`src/rtl/sesu_pkg.sv`:
```
// Shared types and constants of the score event sequencer.
// No dependencies; imported by every module of the block but sesu_ram.
`default_nettype none

package sesu_pkg;

   // Score memory geometry
   localparam int SCORE_DEPTH = 4096;
   localparam int PTR_W       = $clog2(SCORE_DEPTH);

   // Beat field widths
   localparam int OP_W        = 3;
   localparam int ADDR_W      = 12;
   localparam int DATA_W      = 8;
   localparam int KIND_W      = 2;
   localparam int NOTE_W      = 8;
   localparam int REQ_TDATA_W = ((ADDR_W + DATA_W + 7) / 8) * 8;

   // Score decoding
   localparam logic [DATA_W-1:0] STOP_BYTE = 8'hFF;
   localparam int NOTE_END_BIT = 7;
   localparam int MAX_CHORD    = 63;
   localparam int CHORD_W      = $clog2(MAX_CHORD);
   localparam int TIME_SHIFT   = 8;

   // Decay envelope counter
   localparam logic [7:0] DECAY_MAX  = 8'd200;
   localparam logic [7:0] DECAY_FIRE = 8'd150;

   // Command queue between front and back
   localparam int QUEUE_DEPTH = 2;
   localparam int QPTR_W      = $clog2(QUEUE_DEPTH);
   localparam int QCNT_W      = $clog2(QUEUE_DEPTH + 1);

   typedef enum logic [OP_W-1:0] {
      OP_TICK        = 3'd0,
      OP_PROCESS     = 3'd1,
      OP_PLAY        = 3'd2,
      OP_WRITE       = 3'd3,
      OP_SYNTH_RESET = 3'd4
   } op_type;

   typedef enum logic [KIND_W-1:0] {
      KIND_STEP  = 2'd0,
      KIND_DECAY = 2'd1,
      KIND_NOTE  = 2'd2,
      KIND_INIT  = 2'd3
   } kind_type;

   typedef enum logic [2:0] {
      ST_IDLE,
      ST_CHORD_RD,
      ST_CHORD_CHK,
      ST_DELTA_RD,
      ST_DELTA_CHK,
      ST_FLUSH
   } state_type;

   typedef struct packed {
      op_type            op;
      logic [ADDR_W-1:0] addr;
      logic [DATA_W-1:0] data;
   } cmd_type;

endpackage

`default_nettype wire

```
`src/rtl/sesu_front.sv`:
```
// Front end: takes request beats, drops unknown operations and queues commands.
// Depends on sesu_pkg.
`default_nettype none

module sesu_front import sesu_pkg::*; (
   input  logic                   clock,
   input  logic                   reset,
   input  logic                   req_tvalid,
   output logic                   req_tready,
   input  logic [REQ_TDATA_W-1:0] req_tdata,  // [11:0] address, [19:12] data, rest zero
   input  logic [OP_W-1:0]        req_tuser,  // [2:0] operation
   output logic                   cmd_valid,
   output cmd_type                cmd,
   input  logic                   cmd_pop
);

   cmd_type           queue_ff [QUEUE_DEPTH];
   logic [QPTR_W-1:0] wr_ptr_ff, wr_ptr_in;
   logic [QPTR_W-1:0] rd_ptr_ff, rd_ptr_in;
   logic [QCNT_W-1:0] count_ff, count_in;
   logic              known;
   logic              push;
   cmd_type           entry;

   // Classify the operation code
   always_comb begin
      case (req_tuser)
         OP_TICK, OP_PROCESS, OP_PLAY, OP_WRITE, OP_SYNTH_RESET: known = 1'b1;
         default:                                                known = 1'b0;
      endcase
   end

   assign entry.op   = op_type'(req_tuser);
   assign entry.addr = req_tdata[ADDR_W-1:0];
   assign entry.data = req_tdata[ADDR_W+DATA_W-1:ADDR_W];

   assign req_tready = (count_ff != QCNT_W'(QUEUE_DEPTH));
   assign push       = req_tvalid && req_tready && known;
   assign cmd_valid  = (count_ff != '0);
   assign cmd        = queue_ff[rd_ptr_ff];

   // Queue pointers and fill level
   always_comb begin
      wr_ptr_in = wr_ptr_ff;
      rd_ptr_in = rd_ptr_ff;
      count_in  = count_ff;
      if (push) begin
         wr_ptr_in = (wr_ptr_ff == QPTR_W'(QUEUE_DEPTH - 1)) ? '0 : wr_ptr_ff + 1'b1;
      end
      if (cmd_pop) begin
         rd_ptr_in = (rd_ptr_ff == QPTR_W'(QUEUE_DEPTH - 1)) ? '0 : rd_ptr_ff + 1'b1;
      end
      if (push && !cmd_pop) begin
         count_in = count_ff + 1'b1;
      end else if (!push && cmd_pop) begin
         count_in = count_ff - 1'b1;
      end
   end

   always_ff @(posedge clock) begin
      if (reset) begin
         wr_ptr_ff <= '0;
         rd_ptr_ff <= '0;
         count_ff  <= '0;
      end else begin
         wr_ptr_ff <= wr_ptr_in;
         rd_ptr_ff <= rd_ptr_in;
         count_ff  <= count_in;
      end
   end

   // Queue payload, no reset
   always_ff @(posedge clock) begin
      if (push) begin
         queue_ff[wr_ptr_ff] <= entry;
      end
   end

endmodule

`default_nettype wire

```
`config.mk`:
```
export PLATFORM = sky130hd
export DESIGN_NAME = sesu_front
export DESIGN_NICKNAME = d
export VERILOG_FILES = /design/src/rtl/sesu_pkg.sv /design/src/rtl/sesu_front.sv
export SDC_FILE = /design/constraint.sdc
export NUM_CORES = 1
export LEC_CHECK = 0
export BUFFER_PORTS_ARGS = -buffer_cell sky130_fd_sc_hd__buf_2
export CAP_MARGIN = 25
export CORE_ASPECT_RATIO = 1.75
export CORE_UTILIZATION = 31
export CTS_BUF_LIST = sky130_fd_sc_hd__clkbuf_2 sky130_fd_sc_hd__clkbuf_4 sky130_fd_sc_hd__clkbuf_8
export CTS_CLUSTER_DIAMETER = 80
export DETAILED_ROUTE_END_ITERATION = 8
export HOLD_SLACK_MARGIN = 0.02
export SLEW_MARGIN = 20
export SYNTH_ARGS = -nofsm -noshare
export SYNTH_HDL_FRONTEND = slang
export SYNTH_SLANG_ARGS = --single-unit
```
`constraint.sdc`:
```
create_clock -name clock -period 2.63 [get_ports clock]
set_clock_uncertainty 0.1 [all_clocks]
set_input_delay 0.526 -clock clock [delete_from_list [all_inputs] [get_ports clock]]
set_output_delay 0.526 -clock clock [all_outputs]
set_load 0.01 [all_outputs]
```
==> results of run 1 <==
power breakdown:
part | internal (mW) | total [mW] | switching, mW
clock | 0.190 | 0.454 | 0.263
combinational | 0.127 | 0.247 | 0.121
sequential | 0.948 | 0.972 | 0.0246
cell type report:
class,count,area (µm²)
Fill cell,578,3498
Sequential cell,51,1481
Multi-Input combinational cell,42,401.6
Timing Repair Buffer,54,302.8
Tap cell,78,97.59
Clock buffer,5,68.82
Clock inverter,3,25.02
Inverter,1,3.754
logic make-up (layout without fill, tap and decap cells):
kind of cell,count (synthesis),after routing,share of synthesized area [%]
buffers and inverters,3,63,0.9877
DFF,51,51,78.00
AOI/OAI and AO/OA,3,3,0.7903
adders and majority gates,1,1,0.6587
and+or+nand+nor,11,11,3.755
muxes,24,24,14.43
xor gates and xnor gates,3,3,1.384
how the worst max path moves through the flow:
| stage | start | slack, ns | cells past startpoint | endpoint |
|---|---|---|---|---|
| floorplan | req_tuser[1] | 0.16 | 3 | queue_ff[0][0] |
| global placement | req_tuser[1] | 0.58 | 5 | queue_ff[0][2] |
| detailed placement | req_tuser[1] | 0.53 | 5 | queue_ff[0][2] |
| CTS | flop | 0.32 | 3 | cmd[0] |
| global route | flop | 0.28 | 3 | cmd[0] |
| finish | flop | 0.37 | 3 | cmd[0] |
routing by layer:
metal | global-route usage, % | share of wire, % | vias to the layer above
met2 | 18.94 | 57 | 29
met1 | 11.68 | 37 | 484
li1 | - | - | 482
met4 | 5.357 | 1.6 | 0
met3 | 3.436 | 5.2 | 4
met5 | 0 | 0 | -
cell usage in the layout, fill, tap and decap left out:
cell type	synthesis	layout
buf_2	0	51
edfxtp_1	46	46
mux2_2	23	23
dfxtp_1	5	5
clkbuf_8	0	5
nor2_1	4	4
o21ai_0	2	2
xor2_1	2	2
clkinv_4	0	2
buf_12	0	2
nand2b_4	1	1
and3_4	1	1
inv_1	1	1
or2_2	1	1
and2_1	1	1
nor2b_2	0	1
xnor2_1	1	1
nor2b_1	2	1
mux2_4	1	1
or3_1	1	1
a21oi_1	1	1
ha_1	1	1
clkinvlp_4	0	1
buf_4	2	1
state kept, by name, summed over array words and instances (netlist names), named ones only:
signal	count
queue_ff	46
count_ff	2
rd_ptr_ff	1
wr_ptr_ff	1
stage by stage:
step	util [%]	instances	setup WS (ns)
detailed placement	38.90	226	0.5263
finish	40.50	234	0.3704
global placement	38.90	226	0.5824
CTS	40.50	234	0.3241
global route	40.50	234	0.2806
floorplan	-	96	0.1643
==> parameters.txt, run 1 <==
Parameter                              Value

Setup path
  Category of the worst setup path capture point    output pin
  Slowest stage cell on the critical path    dfxtp_1
  CP startpoint kind    flop
  Cell family contributing the most delay on the critical path    buffers and inverters
  Cells traversed along the worst timing path    buf_4 -> mux2_2 -> buf_2
  RR Endpoint    queue_ff[0][22]
  Required time worst endpoint    2.00 ns
  Type of the worst setup path    flop to output pin
  Maximum fanout along the worst path    18
  Max incr delay on CP    0.48 ns
  Worst-case register-to-register setup slack    0.85 ns
  Number of cells on the worst reg-to-reg path    4
  Critical Path AT    1.63 ns
  Worst reg2reg startpoint    count_ff[0]
  Buf+Inv Stages, Crit Path    2

Min path
  Endpoint, Worst Hold    queue_ff[1][4]
  Cell depth of the worst hold path    1
  Worst Hold Launch    req_tdata[16]
  Kind of path behind the tightest hold check    input pin to flop

Yosys
  Area of the mapped netlist    0.001899 mm²
  Sequential cell area fraction in the yosys report    78.00%
  Synth area leader    edfxtp_1
  Area contributors post-synth    edfxtp_1 73%, mux2_2 14%, dfxtp_1 5.3%
  Number of different library cells in the post-synthesis netlist    18
  Top post-synthesis cells by count    46 x edfxtp_1, 23 x mux2_2, 5 x dfxtp_1, 4 x nor2_1
  Syn_area_per_cell    19.78 µm²
  Most common cell in the synthesized netlist    edfxtp_1
  Area share of the largest cell type after synthesis    72.73%
  Yosys warns    0
  Number of synthesized flops with an enable pin    46
  Number of storage elements in the synthesis netlist    51
  Syn nets    128
  Async set-reset flop share out of synthesis    0%
  Number of standard cells after synthesis    96
  Commonest register cell after synthesis    edfxtp_1

Power
  Power density over cell area    702.6 mW/mm²
  Leak Pwr    0.8872 nW
  Peak supply drop    0.0003581 V
  Power after layout    1.673 mW

Detailed routing
  Via-to-Cell Ratio    4.269
  Overall via count from detail_route    999
  Residual DRC count    0
  Final wirelength    3.283 mm
  Number of iterations in the first detailed-routing pass    3
  Wire length per cell    14.03 µm
  Routed Antenna Nets    0
  Initial DRC count    13

Outcome
  Run status    complete, no violations

Die
  Die extent in y    105.5 µm
  Full die area    0.006456 mm²
  Top-level I/O count    56
  Starting density of the core    32.30%
  Cell row count    37
  Core Area    0.005879 mm²
  Horiz. Die Dim    61.17 µm

Clocking
  Number of hold buffers added after CTS    0
  Count of instances resized after the clock tree is built    0
  CTS tree    built
  Buffers from clock root to sink, at most    2
  Post-CTS Setup Bufs    0
  Clock edge transition at the registers on the reported setup and hold paths    0.10 ns
  Clock sink total    51
  Root Buffer    clkbuf_8
  Clock buffer count from CTS    5
  Clock latency reported for the late side of the worst-skew pair    0.30 ns
  Maximum level of the CTS H-tree    2

Global route
  Number of global-route vias before repair    1,055
  Overall fraction of global-route tracks in use    11.07%
  Remaining global-route overflow    0
  Antenna violations before repair    0
  First-pass GRT wire length    5.112 mm
  Maximum number of pins on one net before global-route repair    19

Final layout
  Nets    187
  Layout Cell Area excl Fill    0.002381 mm²
  Growth of design area from synthesis to finish    25.36%
  Ant diodes    0
  Proportion of layout cells with a drive suffix above 1    57.69%

STA
  Worst Max-Slew Pin Slew    0.4074 ns
  Number of setup violations in the final report    0
  Accumulated negative setup slack    0 ns
  Time the worst path needs with I/O delays and setup    2.260 ns
  Worst hold slack    0.3008 ns
  Relative slew margins    72.72%
  RSZ-0062 raised after global routing    false
  Final count of pins violating max slew    0
  Endpoints failing hold    0
  Max Freq    442.6 MHz
  Period utilization    85.91%

Place
  GPL Wtd Cong    0.6017
  Port buffer count    51
  Post-place instance area    0.002287 mm²
  Detailed placement HPWL    2.268 mm

Flow run
  Max Cap Viol    0
No activity file was read; power rests on OpenSTA's default activity.
==> inputs of run 2 (changes only) <==
- CTS_CLUSTER_DIAMETER: 80 -> not set
- GPL_TIMING_DRIVEN: not set -> 0
==> run 2 against run 1 <==
Die area is the same. Worst hold slack gained 0.012 ns. Highest routed layer unchanged. Combinational power shrank 3%. Sequential cell count is the same. Total power shrank 1.5%. Maximum frequency grew 8.5%. Core utilization shrank 0.53 points. Largest cell class unchanged. Design area shrank 1.3%.
==> parameters.txt, run 2 (same netlist as run 1, synthesis figures left out) <==
Parameter                              Value

Detailed routing
  Initial DRC count    20
  Via-to-Cell Ratio    4.206
  Routed Antenna Nets    0
  Final wirelength    3.227 mm
  Overall via count from detail_route    980
  Wire length per cell    13.85 µm
  Residual DRC count    0
  Number of iterations in the first detailed-routing pass    3

Die
  Top-level I/O count    56
  Cell row count    37
  Core Area    0.005879 mm²
  Full die area    0.006456 mm²
  Horiz. Die Dim    61.17 µm
  Starting density of the core    32.30%
  Die extent in y    105.5 µm

Power
  Power density over cell area    701.6 mW/mm²
  Leak Pwr    0.8805 nW
  Peak supply drop    0.0004246 V
  Power after layout    1.649 mW

Global route
  Maximum number of pins on one net before global-route repair    24
  Overall fraction of global-route tracks in use    11.03%
  Number of global-route vias before repair    1,104
  Antenna violations before repair    0
  First-pass GRT wire length    5.009 mm
  Remaining global-route overflow    0

Final layout
  Max FFs per register    46
  Fill count    560
  Growth of design area from synthesis to finish    23.72%
  Largest registers in the final layout    queue_ff: 46 flops, count_ff: 2 flops
  Leading cell type in the layout, fill and taps excluded    buf_2
  Ant diodes    0
  Proportion of layout cells with a drive suffix above 1    57.42%
  Multi-input gate area    407.9 µm²
  Layout Cell Area excl Fill    0.002350 mm²
  Storage cell area    0.001481 mm²
  Most flops, register    queue_ff
  Commonest cells after routing, fill and taps aside    51 x buf_2, 46 x edfxtp_1, 23 x mux2_2
  Nets    186
  Post-layout utilization of the core    39.97%

STA
  Number of setup violations in the final report    0
  Period utilization    79.19%
  Time the worst path needs with I/O delays and setup    2.083 ns
  Final count of pins violating max slew    0
  Relative slew margins    52.65%
  Endpoints failing hold    0
  Max Freq    480.2 MHz
  Worst hold slack    0.3126 ns
  Worst Max-Slew Pin Slew    0.7087 ns
  RSZ-0062 raised after global routing    false

Min path
  Kind of path behind the tightest hold check    input pin to flop

Clocking
  Post-CTS Setup Bufs    0
  CTS tree    built
  Clock latency reported for the late side of the worst-skew pair    0.29 ns
  Number of hold buffers added after CTS    0
  Maximum level of the CTS H-tree    2
  Clock edge transition at the registers on the reported setup and hold paths    0.09 ns
  Clock sink total    51
  Clock buffer count from CTS    5
  Buffers from clock root to sink, at most    2
  Count of instances resized after the clock tree is built    0
  Root Buffer    clkbuf_8

Setup path
  Maximum fanout along the worst path    10
  Category of the worst setup path capture point    output pin
  Required time worst endpoint    2.00 ns
  Worst-case register-to-register setup slack    0.78 ns
  CP startpoint kind    flop
  Critical Path AT    1.46 ns
  Type of the worst setup path    flop to output pin

Place
  GPL Wtd Cong    0.5885
  Post-place instance area    0.002260 mm²
  Port buffer count    51
  Detailed placement HPWL    2.264 mm

Flow run
  Max Cap Viol    0

Outcome
  Run status    complete, no violations
==> run 2: path summary, 6_finish.rpt <==
check                start              end  depth (start not counted)
min reg2reg      rd_ptr_ff             flop                          2
min          req_tdata[13]   queue_ff[1][1]                          1
max reg2reg    count_ff[0]  queue_ff[0][10]                          3
max                   flop           cmd[0]                          3
==> run 2: final cells by class <==
| cell class | count | share of cell area (%) |
|---|---|---|
| Clock inverter | 2 | 0.5325 |
| Sequential cell | 51 | 63.05 |
| Buffer | 2 | 0.6390 |
| Timing Repair Buffer | 51 | 10.86 |
| Multi-Input combinational cell | 42 | 17.36 |
| Clock buffer | 6 | 3.248 |
| Inverter | 1 | 0.1597 |
| Tap cell | 78 | 4.153 |
==> run 2: routing by layer <==
metal  routed length (µm)  share of wire, %  global-route usage (%)
met5                    0                 0                       0
met4                   48               1.5                   5.357
met2                 1930                60                   20.73
met1                 1116                35                   9.943
met3                  132               4.1                   3.067
==> run 2: where the power goes <==
part	switching, mW	internal (mW)
Clock	0.239	0.197
Sequential	0.0247	0.948
Combinational	0.120	0.120
Total	0.384	1.26
==> run 2: worst max-delay path, stage by stage, from the launching register on <==
cell     delay [ns]
dfxtp_1        0.44
buf_4          0.23
mux2_2         0.36
buf_2          0.14
==> run 2: stage by stage <==
step	TNS, ns	std cells	worst slack [ns]
finish	0	233	0.5474
global placement	-12.99	225	-0.5658
detailed placement	0	225	0.1082
global route	0	233	0.4498
CTS	0	233	0.4304
floorplan	0	96	0.1643
